--- src/hw/rtl/lqf_pkg.sv ---
// Shared types and constants for the link quality failover block.
// Holds the link state codes, the register indexes and the controller/datapath structs.
// No dependencies.
package lqf_pkg;

    localparam int CFG_W      = 8;   // width of every configuration register
    localparam int CFG_IDX_W  = 3;   // width of the register index
    localparam int RSSI_W     = 8;
    localparam int STATE_W    = 2;
    localparam int S_TDATA_W  = 16;  // rssi + wifi_up, padded to whole bytes
    localparam int M_TDATA_W  = 8;   // link_state, padded to a byte

    typedef enum logic [STATE_W-1:0] {
        LINK_NORMAL   = 2'd0,
        LINK_WARNING  = 2'd1,
        LINK_FALLBACK = 2'd2
    } link_state_t;

    // Configuration register indexes
    localparam logic [CFG_IDX_W-1:0] REG_UPPER_THR   = 3'd0;
    localparam logic [CFG_IDX_W-1:0] REG_LOWER_THR   = 3'd1;
    localparam logic [CFG_IDX_W-1:0] REG_STABLE_SECS = 3'd2;
    localparam logic [CFG_IDX_W-1:0] REG_WINDOW_SIZE = 3'd3;
    localparam logic [CFG_IDX_W-1:0] REG_REQ_GOOD    = 3'd4;

    // Register reset values
    localparam logic signed [CFG_W-1:0] UPPER_THR_RST   = -8'sd65;
    localparam logic signed [CFG_W-1:0] LOWER_THR_RST   = -8'sd80;
    localparam logic [CFG_W-1:0]        STABLE_SECS_RST = 8'd10;
    localparam logic [CFG_W-1:0]        WINDOW_SIZE_RST = 8'd20;
    localparam logic [CFG_W-1:0]        REQ_GOOD_RST    = 8'd15;

    localparam logic [CFG_W-1:0] SECS_MAX = 8'd255;

    // Commands from the controller to the datapath
    typedef struct packed {
        logic capture;   // latch the accepted input item
        logic apply;     // tick or store-and-compare for the held item
        logic scan;      // one step of the window scan
        logic decide;    // close the scan, return to normal if enough good samples
        logic load_out;  // move the link state into the output register
    } lqf_cmd_t;

    // Status from the datapath to the controller
    typedef struct packed {
        logic need_scan;  // warning may return to normal: good count required
        logic scan_done;  // every filled window slot read and counted
        logic out_busy;   // output register holds a result not yet taken
    } lqf_sts_t;

endpackage

--- src/hw/rtl/lqf_ctrl.sv ---
// Sequencing controller for the link quality failover block.
// Depends on lqf_pkg for the command and status structs.
module lqf_ctrl import lqf_pkg::*;
(
    input  logic     clk,
    input  logic     rst_n,
    input  logic     s_tvalid,
    output logic     s_tready,
    input  lqf_sts_t sts,
    output lqf_cmd_t cmd
);

    typedef enum logic [1:0] {
        ST_IDLE,
        ST_APPLY,
        ST_SCAN,
        ST_OUT
    } ctrl_state_t;

    ctrl_state_t state_reg, state_next;
    logic        ready_reg, ready_next;

    always_comb
    begin
        cmd        = '0;
        state_next = state_reg;
        ready_next = ready_reg;
        unique case (state_reg)
            ST_IDLE:
            begin
                if (s_tvalid && ready_reg)
                begin
                    cmd.capture = 1'b1;
                    state_next  = ST_APPLY;
                    ready_next  = 1'b0;
                end
            end
            ST_APPLY:
            begin
                cmd.apply  = 1'b1;
                state_next = sts.need_scan ? ST_SCAN : ST_OUT;
            end
            ST_SCAN:
            begin
                if (sts.scan_done)
                begin
                    cmd.decide = 1'b1;
                    state_next = ST_OUT;
                end
                else
                begin
                    cmd.scan = 1'b1;
                end
            end
            ST_OUT:
            begin
                // hold until the output register is free
                if (!sts.out_busy)
                begin
                    cmd.load_out = 1'b1;
                    state_next   = ST_IDLE;
                    ready_next   = 1'b1;
                end
            end
            default:
            begin
                state_next = ST_IDLE;
                ready_next = 1'b1;
            end
        endcase
    end

    always_ff @(posedge clk or negedge rst_n)
    begin
        if (!rst_n)
        begin
            state_reg <= ST_IDLE;
            ready_reg <= 1'b1;
        end
        else
        begin
            state_reg <= state_next;
            ready_reg <= ready_next;
        end
    end

    assign s_tready = ready_reg;

endmodule

--- src/hw/rtl/lqf_dp.sv ---
// Datapath of the link quality failover block: registers, sample window, scan counter.
// Depends on lqf_pkg for codes, register indexes and the command and status structs.
module lqf_dp import lqf_pkg::*;
#(
    parameter int MAX_SAMPLES = 32
)
(
    input  logic                     clk,
    input  logic                     rst_n,
    input  logic                     cfg_we,
    input  logic [CFG_IDX_W-1:0]     cfg_index,
    input  logic [CFG_W-1:0]         cfg_data,
    input  logic                     in_mode,
    input  logic signed [RSSI_W-1:0] in_rssi,
    input  logic                     in_up,
    input  lqf_cmd_t                 cmd,
    output lqf_sts_t                 sts,
    input  logic                     m_tready,
    output logic                     m_tvalid,
    output logic [STATE_W-1:0]       link_state
);

    localparam int IDX_W = (MAX_SAMPLES > 1) ? $clog2(MAX_SAMPLES) : 1;
    localparam int CNT_W = $clog2(MAX_SAMPLES + 1);

    // configuration
    logic signed [CFG_W-1:0] upper_thr_reg, lower_thr_reg;
    logic [CFG_W-1:0]        stable_secs_reg, window_size_reg, req_good_reg;

    // held item
    logic                     item_mode_reg;
    logic signed [RSSI_W-1:0] item_rssi_reg;
    logic                     item_up_reg;

    // link state and counters
    link_state_t        state_reg, state_next;
    logic [IDX_W-1:0]   widx_reg, widx_next;
    logic [CNT_W-1:0]   fill_reg, fill_next;
    logic [CFG_W-1:0]   secs_reg, secs_next;

    // scan
    logic [CNT_W-1:0]   scan_addr_reg, scan_addr_next;
    logic [CNT_W-1:0]   scan_lim_reg, scan_lim_next;
    logic [CNT_W-1:0]   good_reg, good_next;
    logic               rd_pend_reg, rd_pend_next;
    logic signed [RSSI_W-1:0] rd_data_reg;

    // output
    logic               out_valid_reg, out_valid_next;
    logic [STATE_W-1:0] out_state_reg;

    logic signed [RSSI_W-1:0] win_mem [MAX_SAMPLES];

    logic [CNT_W-1:0] cap;
    logic [IDX_W-1:0] wslot;
    logic [CNT_W-1:0] wslot_inc;
    logic [CNT_W-1:0] fill_after;
    logic             mem_we;
    logic             below_upper, below_lower;

    always_comb
    begin
        cap = (window_size_reg < CFG_W'(MAX_SAMPLES)) ? CNT_W'(window_size_reg)
                                                      : CNT_W'(MAX_SAMPLES);
        // a stale write position at or past the capacity wraps to slot zero
        wslot      = (CNT_W'(widx_reg) >= cap) ? '0 : widx_reg;
        wslot_inc  = CNT_W'(wslot) + CNT_W'(1);
        fill_after = (cap != '0 && fill_reg < cap) ? fill_reg + CNT_W'(1) : fill_reg;
        below_upper = item_rssi_reg < upper_thr_reg;
        below_lower = item_rssi_reg < lower_thr_reg;
        mem_we = cmd.apply && !item_mode_reg && (cap != '0);

        sts.need_scan = !item_mode_reg && (state_reg == LINK_WARNING) && item_up_reg
                        && !below_lower && !below_upper
                        && (secs_reg >= stable_secs_reg)
                        && (CFG_W'(fill_after) >= window_size_reg);
        sts.scan_done = !rd_pend_reg && (scan_addr_reg >= scan_lim_reg);
        sts.out_busy  = out_valid_reg && !m_tready;
    end

    always_comb
    begin
        state_next     = state_reg;
        widx_next      = widx_reg;
        fill_next      = fill_reg;
        secs_next      = secs_reg;
        scan_addr_next = scan_addr_reg;
        scan_lim_next  = scan_lim_reg;
        good_next      = good_reg;
        rd_pend_next   = rd_pend_reg;

        if (cmd.apply)
        begin
            scan_addr_next = '0;
            scan_lim_next  = (fill_after < cap) ? fill_after : cap;
            good_next      = '0;
            rd_pend_next   = 1'b0;
            if (item_mode_reg)
            begin
                if (secs_reg != SECS_MAX)
                begin
                    secs_next = secs_reg + CFG_W'(1);
                end
            end
            else
            begin
                if (cap != '0)
                begin
                    widx_next = (wslot_inc >= cap) ? '0 : IDX_W'(wslot_inc);
                    fill_next = fill_after;
                end
                unique case (state_reg)
                    LINK_NORMAL:
                    begin
                        if (!item_up_reg || below_upper)
                        begin
                            state_next = LINK_WARNING;
                        end
                    end
                    LINK_WARNING:
                    begin
                        if (!item_up_reg || below_lower)
                        begin
                            state_next = LINK_FALLBACK;
                        end
                    end
                    LINK_FALLBACK:
                    begin
                        if (item_up_reg && !below_upper)
                        begin
                            state_next = LINK_WARNING;
                        end
                    end
                    default:
                    begin
                        state_next = LINK_NORMAL;
                    end
                endcase
            end
        end

        if (cmd.scan)
        begin
            if (scan_addr_reg < scan_lim_reg)
            begin
                scan_addr_next = scan_addr_reg + CNT_W'(1);
                rd_pend_next   = 1'b1;
            end
            else
            begin
                rd_pend_next = 1'b0;
            end
            if (rd_pend_reg && !(rd_data_reg < upper_thr_reg))
            begin
                good_next = good_reg + CNT_W'(1);
            end
        end

        if (cmd.decide && (CFG_W'(good_reg) >= req_good_reg))
        begin
            state_next = LINK_NORMAL;
        end

        // entering a state clears the window fill, write position and seconds
        if (state_next != state_reg)
        begin
            widx_next = '0;
            fill_next = '0;
            secs_next = '0;
        end
    end

    always_comb
    begin
        out_valid_next = cmd.load_out ? 1'b1 : (out_valid_reg && !m_tready);
    end

    always_ff @(posedge clk or negedge rst_n)
    begin
        if (!rst_n)
        begin
            upper_thr_reg   <= UPPER_THR_RST;
            lower_thr_reg   <= LOWER_THR_RST;
            stable_secs_reg <= STABLE_SECS_RST;
            window_size_reg <= WINDOW_SIZE_RST;
            req_good_reg    <= REQ_GOOD_RST;
        end
        else if (cfg_we)
        begin
            unique case (cfg_index)
                REG_UPPER_THR:   upper_thr_reg   <= cfg_data;
                REG_LOWER_THR:   lower_thr_reg   <= cfg_data;
                REG_STABLE_SECS: stable_secs_reg <= cfg_data;
                REG_WINDOW_SIZE: window_size_reg <= cfg_data;
                REG_REQ_GOOD:    req_good_reg    <= cfg_data;
                default:         ;
            endcase
        end
    end

    always_ff @(posedge clk or negedge rst_n)
    begin
        if (!rst_n)
        begin
            state_reg     <= LINK_NORMAL;
            widx_reg      <= '0;
            fill_reg      <= '0;
            secs_reg      <= '0;
            scan_addr_reg <= '0;
            scan_lim_reg  <= '0;
            good_reg      <= '0;
            rd_pend_reg   <= 1'b0;
            out_valid_reg <= 1'b0;
        end
        else
        begin
            state_reg     <= state_next;
            widx_reg      <= widx_next;
            fill_reg      <= fill_next;
            secs_reg      <= secs_next;
            scan_addr_reg <= scan_addr_next;
            scan_lim_reg  <= scan_lim_next;
            good_reg      <= good_next;
            rd_pend_reg   <= rd_pend_next;
            out_valid_reg <= out_valid_next;
        end
    end

    // payload registers
    always_ff @(posedge clk)
    begin
        if (cmd.capture)
        begin
            item_mode_reg <= in_mode;
            item_rssi_reg <= in_rssi;
            item_up_reg   <= in_up;
        end
        if (cmd.load_out)
        begin
            out_state_reg <= state_reg;
        end
    end

    // sample window: one write port, one registered read port
    always_ff @(posedge clk)
    begin
        if (mem_we)
        begin
            win_mem[wslot] <= item_rssi_reg;
        end
        rd_data_reg <= win_mem[scan_addr_reg[IDX_W-1:0]];
    end

    assign m_tvalid   = out_valid_reg;
    assign link_state = out_state_reg;

endmodule

--- src/hw/rtl/link_quality_failover_fsm.sv ---
// Top level of the link quality failover block.
// Depends on lqf_pkg, lqf_ctrl and lqf_dp.
//
// Channel  Direction  Handshake           Payload
// -------  ---------  ------------------  --------------------------------------------
// s_*      in         s_tvalid/s_tready   tuser: mode; tdata: rssi[7:0], wifi_up[8]
// m_*      out        m_tvalid/m_tready   tdata: link_state[1:0], zero above
// cfg_*    in         cfg_we              cfg_index selects register, cfg_data value
//
// A tick, or a sample needing no window check, goes through capture, apply and load.
// A sample in warning that is up, at or above both thresholds and meets the seconds
// and fill tests also scans min(fill, capacity) window slots between apply and load,
// one slot a cycle through a registered read port.
// Reset clears counters, sets link state normal, loads register defaults; window unknown.
// A stalled result lets one more transaction in; hold that one until the result is taken.
module link_quality_failover_fsm import lqf_pkg::*;
#(
    parameter int MAX_SAMPLES = 32
)
(
    input  logic                   clk,
    input  logic                   rst_n,
    // configuration write port
    input  logic                   cfg_we,
    input  logic [CFG_IDX_W-1:0]   cfg_index,
    input  logic [CFG_W-1:0]       cfg_data,
    // sample and tick stream
    input  logic                   s_tvalid,
    output logic                   s_tready,
    input  logic [S_TDATA_W-1:0]   s_tdata,   // [7:0] rssi, [8] wifi_up, rest zero
    input  logic                   s_tuser,   // [0] mode: 0 sample, 1 tick
    // link state stream
    output logic                   m_tvalid,
    input  logic                   m_tready,
    output logic [M_TDATA_W-1:0]   m_tdata    // [1:0] link_state, rest zero
);

    lqf_cmd_t           cmd;
    lqf_sts_t           sts;
    logic [STATE_W-1:0] link_state;

    // Sequence one transaction at a time: capture, apply, optional scan, load.
    lqf_ctrl u_ctrl
    (
        .clk      (clk),
        .rst_n    (rst_n),
        .s_tvalid (s_tvalid),
        .s_tready (s_tready),
        .sts      (sts),
        .cmd      (cmd)
    );

    // Hold configuration, link state, window and output register.
    lqf_dp #(
        .MAX_SAMPLES (MAX_SAMPLES)
    ) u_dp
    (
        .clk        (clk),
        .rst_n      (rst_n),
        .cfg_we     (cfg_we),
        .cfg_index  (cfg_index),
        .cfg_data   (cfg_data),
        .in_mode    (s_tuser),
        .in_rssi    (s_tdata[RSSI_W-1:0]),
        .in_up      (s_tdata[RSSI_W]),
        .cmd        (cmd),
        .sts        (sts),
        .m_tready   (m_tready),
        .m_tvalid   (m_tvalid),
        .link_state (link_state)
    );

    // Pad the link state to a whole byte.
    assign m_tdata = {{(M_TDATA_W-STATE_W){1'b0}}, link_state};

endmodule
--- config.mk ---
export PLATFORM = sky130hd
export DESIGN_NAME = link_quality_failover_fsm
export DESIGN_NICKNAME = d
export VERILOG_FILES = /design/src/hw/rtl/lqf_pkg.sv /design/src/hw/rtl/lqf_ctrl.sv /design/src/hw/rtl/lqf_dp.sv /design/src/hw/rtl/link_quality_failover_fsm.sv
export SDC_FILE = /design/constraint.sdc
export NUM_CORES = 1
export LEC_CHECK = 0
export ABC_AREA = 1
export BUFFER_PORTS_ARGS = -buffer_cell sky130_fd_sc_hd__buf_4
export CAP_MARGIN = 25
export CORE_MARGIN = 10
export CORE_UTILIZATION = 40
export CTS_CLUSTER_DIAMETER = 30
export DETAILED_ROUTE_END_ITERATION = 10
export GPL_TIMING_DRIVEN = 0
export SETUP_SLACK_MARGIN = 0.15
export SKIP_LAST_GASP = 1
export SLEW_MARGIN = 20
export SYNTH_ARGS = -nofsm -noshare
export SYNTH_HDL_FRONTEND = slang
export SYNTH_SLANG_ARGS = --single-unit
--- constraint.sdc ---
create_clock -name clk -period 3.7 [get_ports clk]
set_clock_uncertainty 0.1 [all_clocks]
set_input_delay 0.74 -clock clk [delete_from_list [all_inputs] [get_ports clk]]
set_output_delay 0.74 -clock clk [all_outputs]
set_load 0.02 [all_outputs]
==> results of run 1 <==
[timing repair]
item / CTS / global route
gates resized for setup: 28 / 50
setup buffers: 1 / 11
pin swaps: 0 / 11
setup endpoints to repair: 254 / 183
[Yosys cell counts, types with 2 or more instances]
master / number
a211oi_1: 2
a21oi_1: 34
a21oi_2: 10
buf_2: 9
buf_4: 6
clkbuf_1: 48
clkinv_1: 3
dfrtp_1: 65
dfstp_2: 19
dfxtp_1: 8
edfxtp_1: 268
ha_1: 77
inv_1: 134
inv_2: 7
nand2_1: 233
nand2_2: 6
nand2_4: 5
nand3_1: 67
nand3_2: 2
nand3_4: 2
nand4_1: 27
nor2_1: 201
nor2_2: 5
nor2_4: 3
nor3_1: 8
o211ai_1: 8
o21a_1: 4
o21ai_0: 186
o21ai_1: 8
o221ai_1: 25
o22ai_1: 40
or2_2: 3
xnor2_1: 3
xor2_1: 12
[per-stage QoR]
step / util / TNS (ns) / instances
after global routing: 0.515 / -2.53 / 2304
after floorplan: - / 0 / 1558
after global placement: 0.427 / -3.25 / 2119
final: 0.515 / 0 / 2304
after detailed placement: 0.433 / -0.841 / 2132
after CTS: 0.509 / 0 / 2293
[how the worst max path moves through the flow]
stage	cells past startpoint	endpoint	slack (ns)
6_report	14	u_dp.win_mem[17][1]	0.11
2_1_floorplan	20	u_dp.scan_lim_reg[0]	0.42
3_3_place_gp	14	u_dp.win_mem[31][0]	-0.37
3_5_place_dp	24	u_ctrl.state_reg[0]	-0.13
5_1_grt	23	u_dp.widx_reg[3]	-0.09
4_1_cts	14	u_dp.win_mem[6][5]	0.02
[power groups by stage]
| stage | sequential, mW | combinational [mW] | clock [mW] |
|---|---|---|---|
| after floorplan | 4.89 | 2.50 | 0 |
| after global placement | 4.97 | 3.70 | 0 |
| after detailed placement | 4.93 | 3.84 | 0 |
| after CTS | 4.87 | 3.90 | 7.80 |
| after global routing | 4.91 | 4.48 | 8.04 |
| final | 4.88 | 4.04 | 7.72 |
[routing by layer]
metal | vias to the layer above | wire [um] | global-route usage
met3 | 116 | 3260 | 0.0465
li1 | 5768 | - | -
met2 | 484 | 21500 | 0.288
met1 | 5878 | 19000 | 0.227
met5 | - | 0 | 0
met4 | 0 | 1500 | 0.0728
[final cells by class]
type,count,area [um^2],share of cell area
Timing Repair Buffer,54,553,0.0263
Sequential cell,360,10300,0.491
Multi-Input combinational cell,987,5650,0.268
Inverter,146,557,0.0264
Tap cell,532,666,0.0316
Clock inverter,60,731,0.0347
Clock buffer,100,2280,0.108
Buffer,65,290,0.0138
[logic make-up (layout without fill, tap and decap cells)]
| logic type | after synthesis | in the layout | synth area share |
|---|---|---|---|
| AND/OR/NAND/NOR | 565 | 565 | 0.147 |
| flip-flops | 360 | 360 | 0.623 |
| AO/OA/AOI/OAI | 323 | 323 | 0.112 |
| buffers and inverters | 211 | 425 | 0.0505 |
| adder cells (fa/ha/maj) | 77 | 77 | 0.0581 |
| XOR/XNOR | 15 | 15 | 0.00793 |
| other | 1 | 6 | 0.000226 |
| multiplexers | 1 | 1 | 0.000604 |
==> flow_summary.ini, run 1 <==
[critical_path]
worstPathArrival_ns = 3.72
ff_to_ff_end = u_dp.win_mem[17][1]
crit_path_max_fanout = 8
reg2reg_slack_ns = 0.11
crit_buf_inv = 3
crit_chain = inv_2 > nand3_4 > nor2_2 > inv_2 > ha_1 > a21oi_2 > nor2_1 > a21oi_2 > nand3_4 > buf_4 > nor2_4 > ha_1 > nand2_1 > nor2_2
setup.worst_path.class = flop to flop
worst_setup_path_start_kind = flop
r2r_start = u_dp.window_size_reg[6]
slowest_stage = nor2_2
r2r_cells = 14
critical_path.max_stage_delay_ns = 0.61
cp_data_required_time_ns = 3.83
critical-path-top-delay-family = simple AND/OR/NAND/NOR gates
worst_setup_path_startpoint = u_dp.window_size_reg[6]
endpoint_kind = flop

[pwr]
power_switching_share = 0.329
intPower_mw = 11.2
worst_ir_drop_vdd_v = 0.000535
p_leak_nw = 8.29
seq_power_share = 0.293
post_route_total_power_mw = 16.6
total_switching_power_mw = 5.47
clock_network_fraction_of_design_power = 0.464
pwr_cell_area_nw_per_um2 = 790
power_frac_comb = 0.243

[layout]
antenna_cells = 0
layout_commonest_cell = edfxtp_1
largest_register_ffs = 256
fillerInstances = 3568
finalNetCount = 1810
largest_register = u_dp.win_mem
finalInstanceArea_um2 = 21100
syn2layout_area_growth_pct = 27.1
final_cell_mix = edfxtp_1 (268), nand2_1 (228), o21ai_0 (184)
share_of_post_route_cells_with_drive_strength_above_1 = 0.194

[timing]
setup_slack_ns = 0.113
setup_violations = 0
relSlewSlack = 0.321
fin_crit_sh = 0.969
final-hold-violation-count = 0
timing.final.max_slew_violations = 0
finalCriticalPeriod_ns = 3.59
rsz_0062_raised_after_global_routing = yes
fmax_mhz = 279
final.hold.worst_slack_ns = 0.00413
worstMarginPinSlew_ns = 1.02

[routing]
detail_route.drc_violations = 0
drt_iter0_markers = 1143
post_drt_via_cell_ratio = 5.32
routedWlPerCell_um = 19.6
dr_total_vias = 12246
antenna_left = 0
drtPass1Iterations = 6
drt_wl_total_um = 45300

[cts]
tritoncts = yes
root_buffer = clkbuf_16
cts_hold_buffers = 0
cts.sink_count = 360
cts.path.max_buffers = 3
clk_pin_slew_worst_paths_ns = 0.04
h-tree-depth = 3
clk_latency_ns = 0.61
tritoncts.num_buffers = 86

[place]
globalplace.congestion = 0.875
place.port_buffers = 29
pre_cts_ws_ns = -0.125
placement.cell_area_um2 = 17700
dp_hpwl_um = 30100

[logic_synthesis]
proportion_of_netlist_area_held_by_the_largest_area_contributor = 0.486
synth_cell_type_count = 49
synth_area_leader_cell = edfxtp_1
yosys_register_bits = 360
post_synth_instance_area_um2 = 16600
synthesis.area_per_instance_um2 = 10.7
synth_edf_count = 268
synth-warning-count = 0
synth_cells = 1553
synthFlopType = edfxtp_1
cell_types_occupying_the_most_area_after_synthesis = edfxtp_1 (49%), dfrtp_1 (9.8%), ha_1 (5.8%)
async_reset_ff_frac = 0.233
synth_seq_area_share = 0.623

[global_routing]
groute.usage.overall = 0.179
remaining_global_route_overflow = 0
grt_pass1_wl_um = 70000
grt_pass1_vias = 12202
pin_count_of_the_biggest_net_entering_global_routing = 50
grt_antenna_before_repair = 0

[floorplanning]
rows = 74
design.die.area_um2 = 50000
core_region_area_um2 = 40900
die_height_um = 224
effective_utilization_at_floorplan = 0.405
die-width_um = 224
design.portCount = 43

[job]
drv.max_cap_violation_count = 0

[status]
run_status = completed

[min_path]
holdCritPathClass = primary input to async pin
(Power assumes the default switching activity.)
==> inputs of run 2 (changes only) <==
- SLEW_MARGIN: 20 -> 5
- clock period: 3.7 -> 3.3 ns (I/O delays scaled with it)
==> run 2 against run 1 <==
  * The run now ends with negative setup slack left
  * Cell count increased by 3.3%
  * Critical path depth rose by 9
  * Via count increased by 4.7%
  * Final area grew 5.5%
==> flow_summary.ini, run 2 (synthesis results as in run 1) <==
[layout]
fillerInstances = 3381
antenna_cells = 0
ff_latch_area_um2 = 10300
syn2layout_area_growth_pct = 34.1
largest_register = u_dp.win_mem
multiInputGateArea_um2 = 6110
finalNetCount = 1885
finalInstanceArea_um2 = 22200
layout.core_utilization = 0.543
share_of_post_route_cells_with_drive_strength_above_1 = 0.246
layout_commonest_cell = edfxtp_1
largest_register_ffs = 256
final_cell_mix = edfxtp_1 (268), nand2_1 (214), o21ai_0 (182)

[critical_path]
worstPathArrival_ns = 3.89
cp_data_required_time_ns = 3.71
r2r_start = u_dp.window_size_reg[6]
reg2reg_slack_ns = -0.18
ff_to_ff_end = u_dp.widx_reg[2]
setup.worst_path.class = flop to flop
worst_setup_path_start_kind = flop
endpoint_kind = flop
r2r_cells = 23
crit_path_max_fanout = 5

[routing]
antenna_left = 0
dr_total_vias = 12818
post_drt_via_cell_ratio = 5.39
drtPass1Iterations = 6
detail_route.drc_violations = 0
routedWlPerCell_um = 19.9
drt_iter0_markers = 1202
drt_wl_total_um = 47400

[floorplanning]
effective_utilization_at_floorplan = 0.405
design.die.area_um2 = 50000
rows = 74
die_height_um = 224
die-width_um = 224
core_region_area_um2 = 40900
design.portCount = 43

[pwr]
p_leak_nw = 8.73
pwr_cell_area_nw_per_um2 = 844
worst_ir_drop_vdd_v = 0.000513

[cts]
root_buffer = clkbuf_16
h-tree-depth = 3
tritoncts = yes
cts.sink_count = 360
clk_latency_ns = 0.60
cts.path.max_buffers = 3
clk_pin_slew_worst_paths_ns = 0.05
tritoncts.num_buffers = 85

[place]
place.port_buffers = 29
dp_hpwl_um = 30100
pre_cts_ws_ns = -0.513
globalplace.congestion = 0.879
placement.cell_area_um2 = 17700

[min_path]
holdCritPathClass = primary input to flop
holdPathStages = 1
start_point_of_the_worst_hold_path = s_tdata[2]
min_to = u_dp.item_rssi_reg[2]

[timing]
fmax_mhz = 288
relSlewSlack = 0.362
setup_slack_ns = -0.177
finalCriticalPeriod_ns = 3.48
setup_violations = 12
final-hold-violation-count = 0
fin_crit_sh = 1.05
worstMarginPinSlew_ns = 0.953
final.hold.worst_slack_ns = 0.131
timing.final.max_slew_violations = 0
rsz_0062_raised_after_global_routing = yes

[global_routing]
grt_antenna_before_repair = 0
groute.usage.overall = 0.181
grt_pass1_vias = 12360
grt_pass1_wl_um = 71000
remaining_global_route_overflow = 0
pin_count_of_the_biggest_net_entering_global_routing = 68

[status]
run_status = complete, but fails checks
violations_in_the_final_reports = negative setup slack

[job]
drv.max_cap_violation_count = 0
==> run 2: cell types whose count changed in the layout (fill, tap and decap cells not counted), sizes merged <==
cell | previous run | this run
buf | 70 | 146
bufinv | 12 | 7
clkbuf | 149 | 160
clkinv | 34 | 31
clkinvlp | 13 | 11
dlygate4sd3 | 0 | 1
inv | 147 | 145
==> run 2: worst max path at each step <==
stage | start | to | slack, ns | cells past startpoint
after detailed placement | u_dp.window_size_reg[6] | u_ctrl.state_reg[0] | -0.51 | 24
after global placement | u_dp.window_size_reg[6] | u_dp.win_mem[31][0] | -0.74 | 14
final | u_dp.window_size_reg[6] | u_dp.widx_reg[2] | -0.18 | 23
after global routing | u_dp.window_size_reg[5] | u_dp.widx_reg[2] | -0.32 | 22
after CTS | u_ctrl.state_reg[1] | u_dp.win_mem[19][6] | -0.16 | 8
after floorplan | u_dp.window_size_reg[6] | u_ctrl.state_reg[0] | 0.15 | 24
==> run 2: routing by layer <==
metal,share of wire,GRT usage,vias up
met2,0.49,0.299,513
li1,-,-,5922
met5,0,0,-
met3,0.062,0.0371,139
met4,0.036,0.0726,0
met1,0.41,0.228,6244
==> run 2: critical path, stage by stage, from the launching register on <==
cell and delay [ns]:
dfrtp_1 0.38, inv_2 0.08, nand3_4 0.14, nor2_4 0.13, inv_4 0.07, buf_4 0.13
buf_4 0.12, buf_4 0.13, buf_4 0.13, buf_4 0.12, buf_4 0.12, buf_4 0.12
buf_4 0.12, buf_4 0.13, buf_4 0.12, buf_4 0.14, ha_4 0.22, a21oi_4 0.15
nor2_2 0.07, a211oi_2 0.16, o21ai_2 0.10, nor2_4 0.18, nand2_2 0.09, a21oi_2 0.13
==> run 2: final cells by class <==
cell class | count | share of cell area
buffer | 65 | 0.0137
inverter | 146 | 0.0256
multi-input combinational | 987 | 0.275
sequential | 360 | 0.465
timing repair buffer | 130 | 0.0588
clock inverter | 48 | 0.0244
clock buffer | 112 | 0.107
tap | 532 | 0.0300
==> run 2: timing repair <==
item | 4_1_cts | 5_1_grt
hold buffers | 1 | 0
pin swaps | 24 | 69
gates resized for setup | 105 | 77
endpoints found under the setup margin | 274 | 286
setup buffers | 32 | 59
hold endpoints to repair | 16 | 0
==> run 2: report_power, final <==
group          internal (mW)  total [mW]  switching, mW
sequential              5.23        5.48          0.245
combinational           1.62        4.97           3.34
clock                   5.65        8.31           2.66
==> run 2: through the flow <==
step                      power, mW  setup TNS [ns]  std cells
final                          18.8           -1.40       2380
after global routing           19.6           -2.93       2380
after CTS                      18.4           -6.48       2321
after detailed placement       9.83          -83.38       2128
after global placement         9.72          -74.35       2119
after floorplan                8.30               0       1558
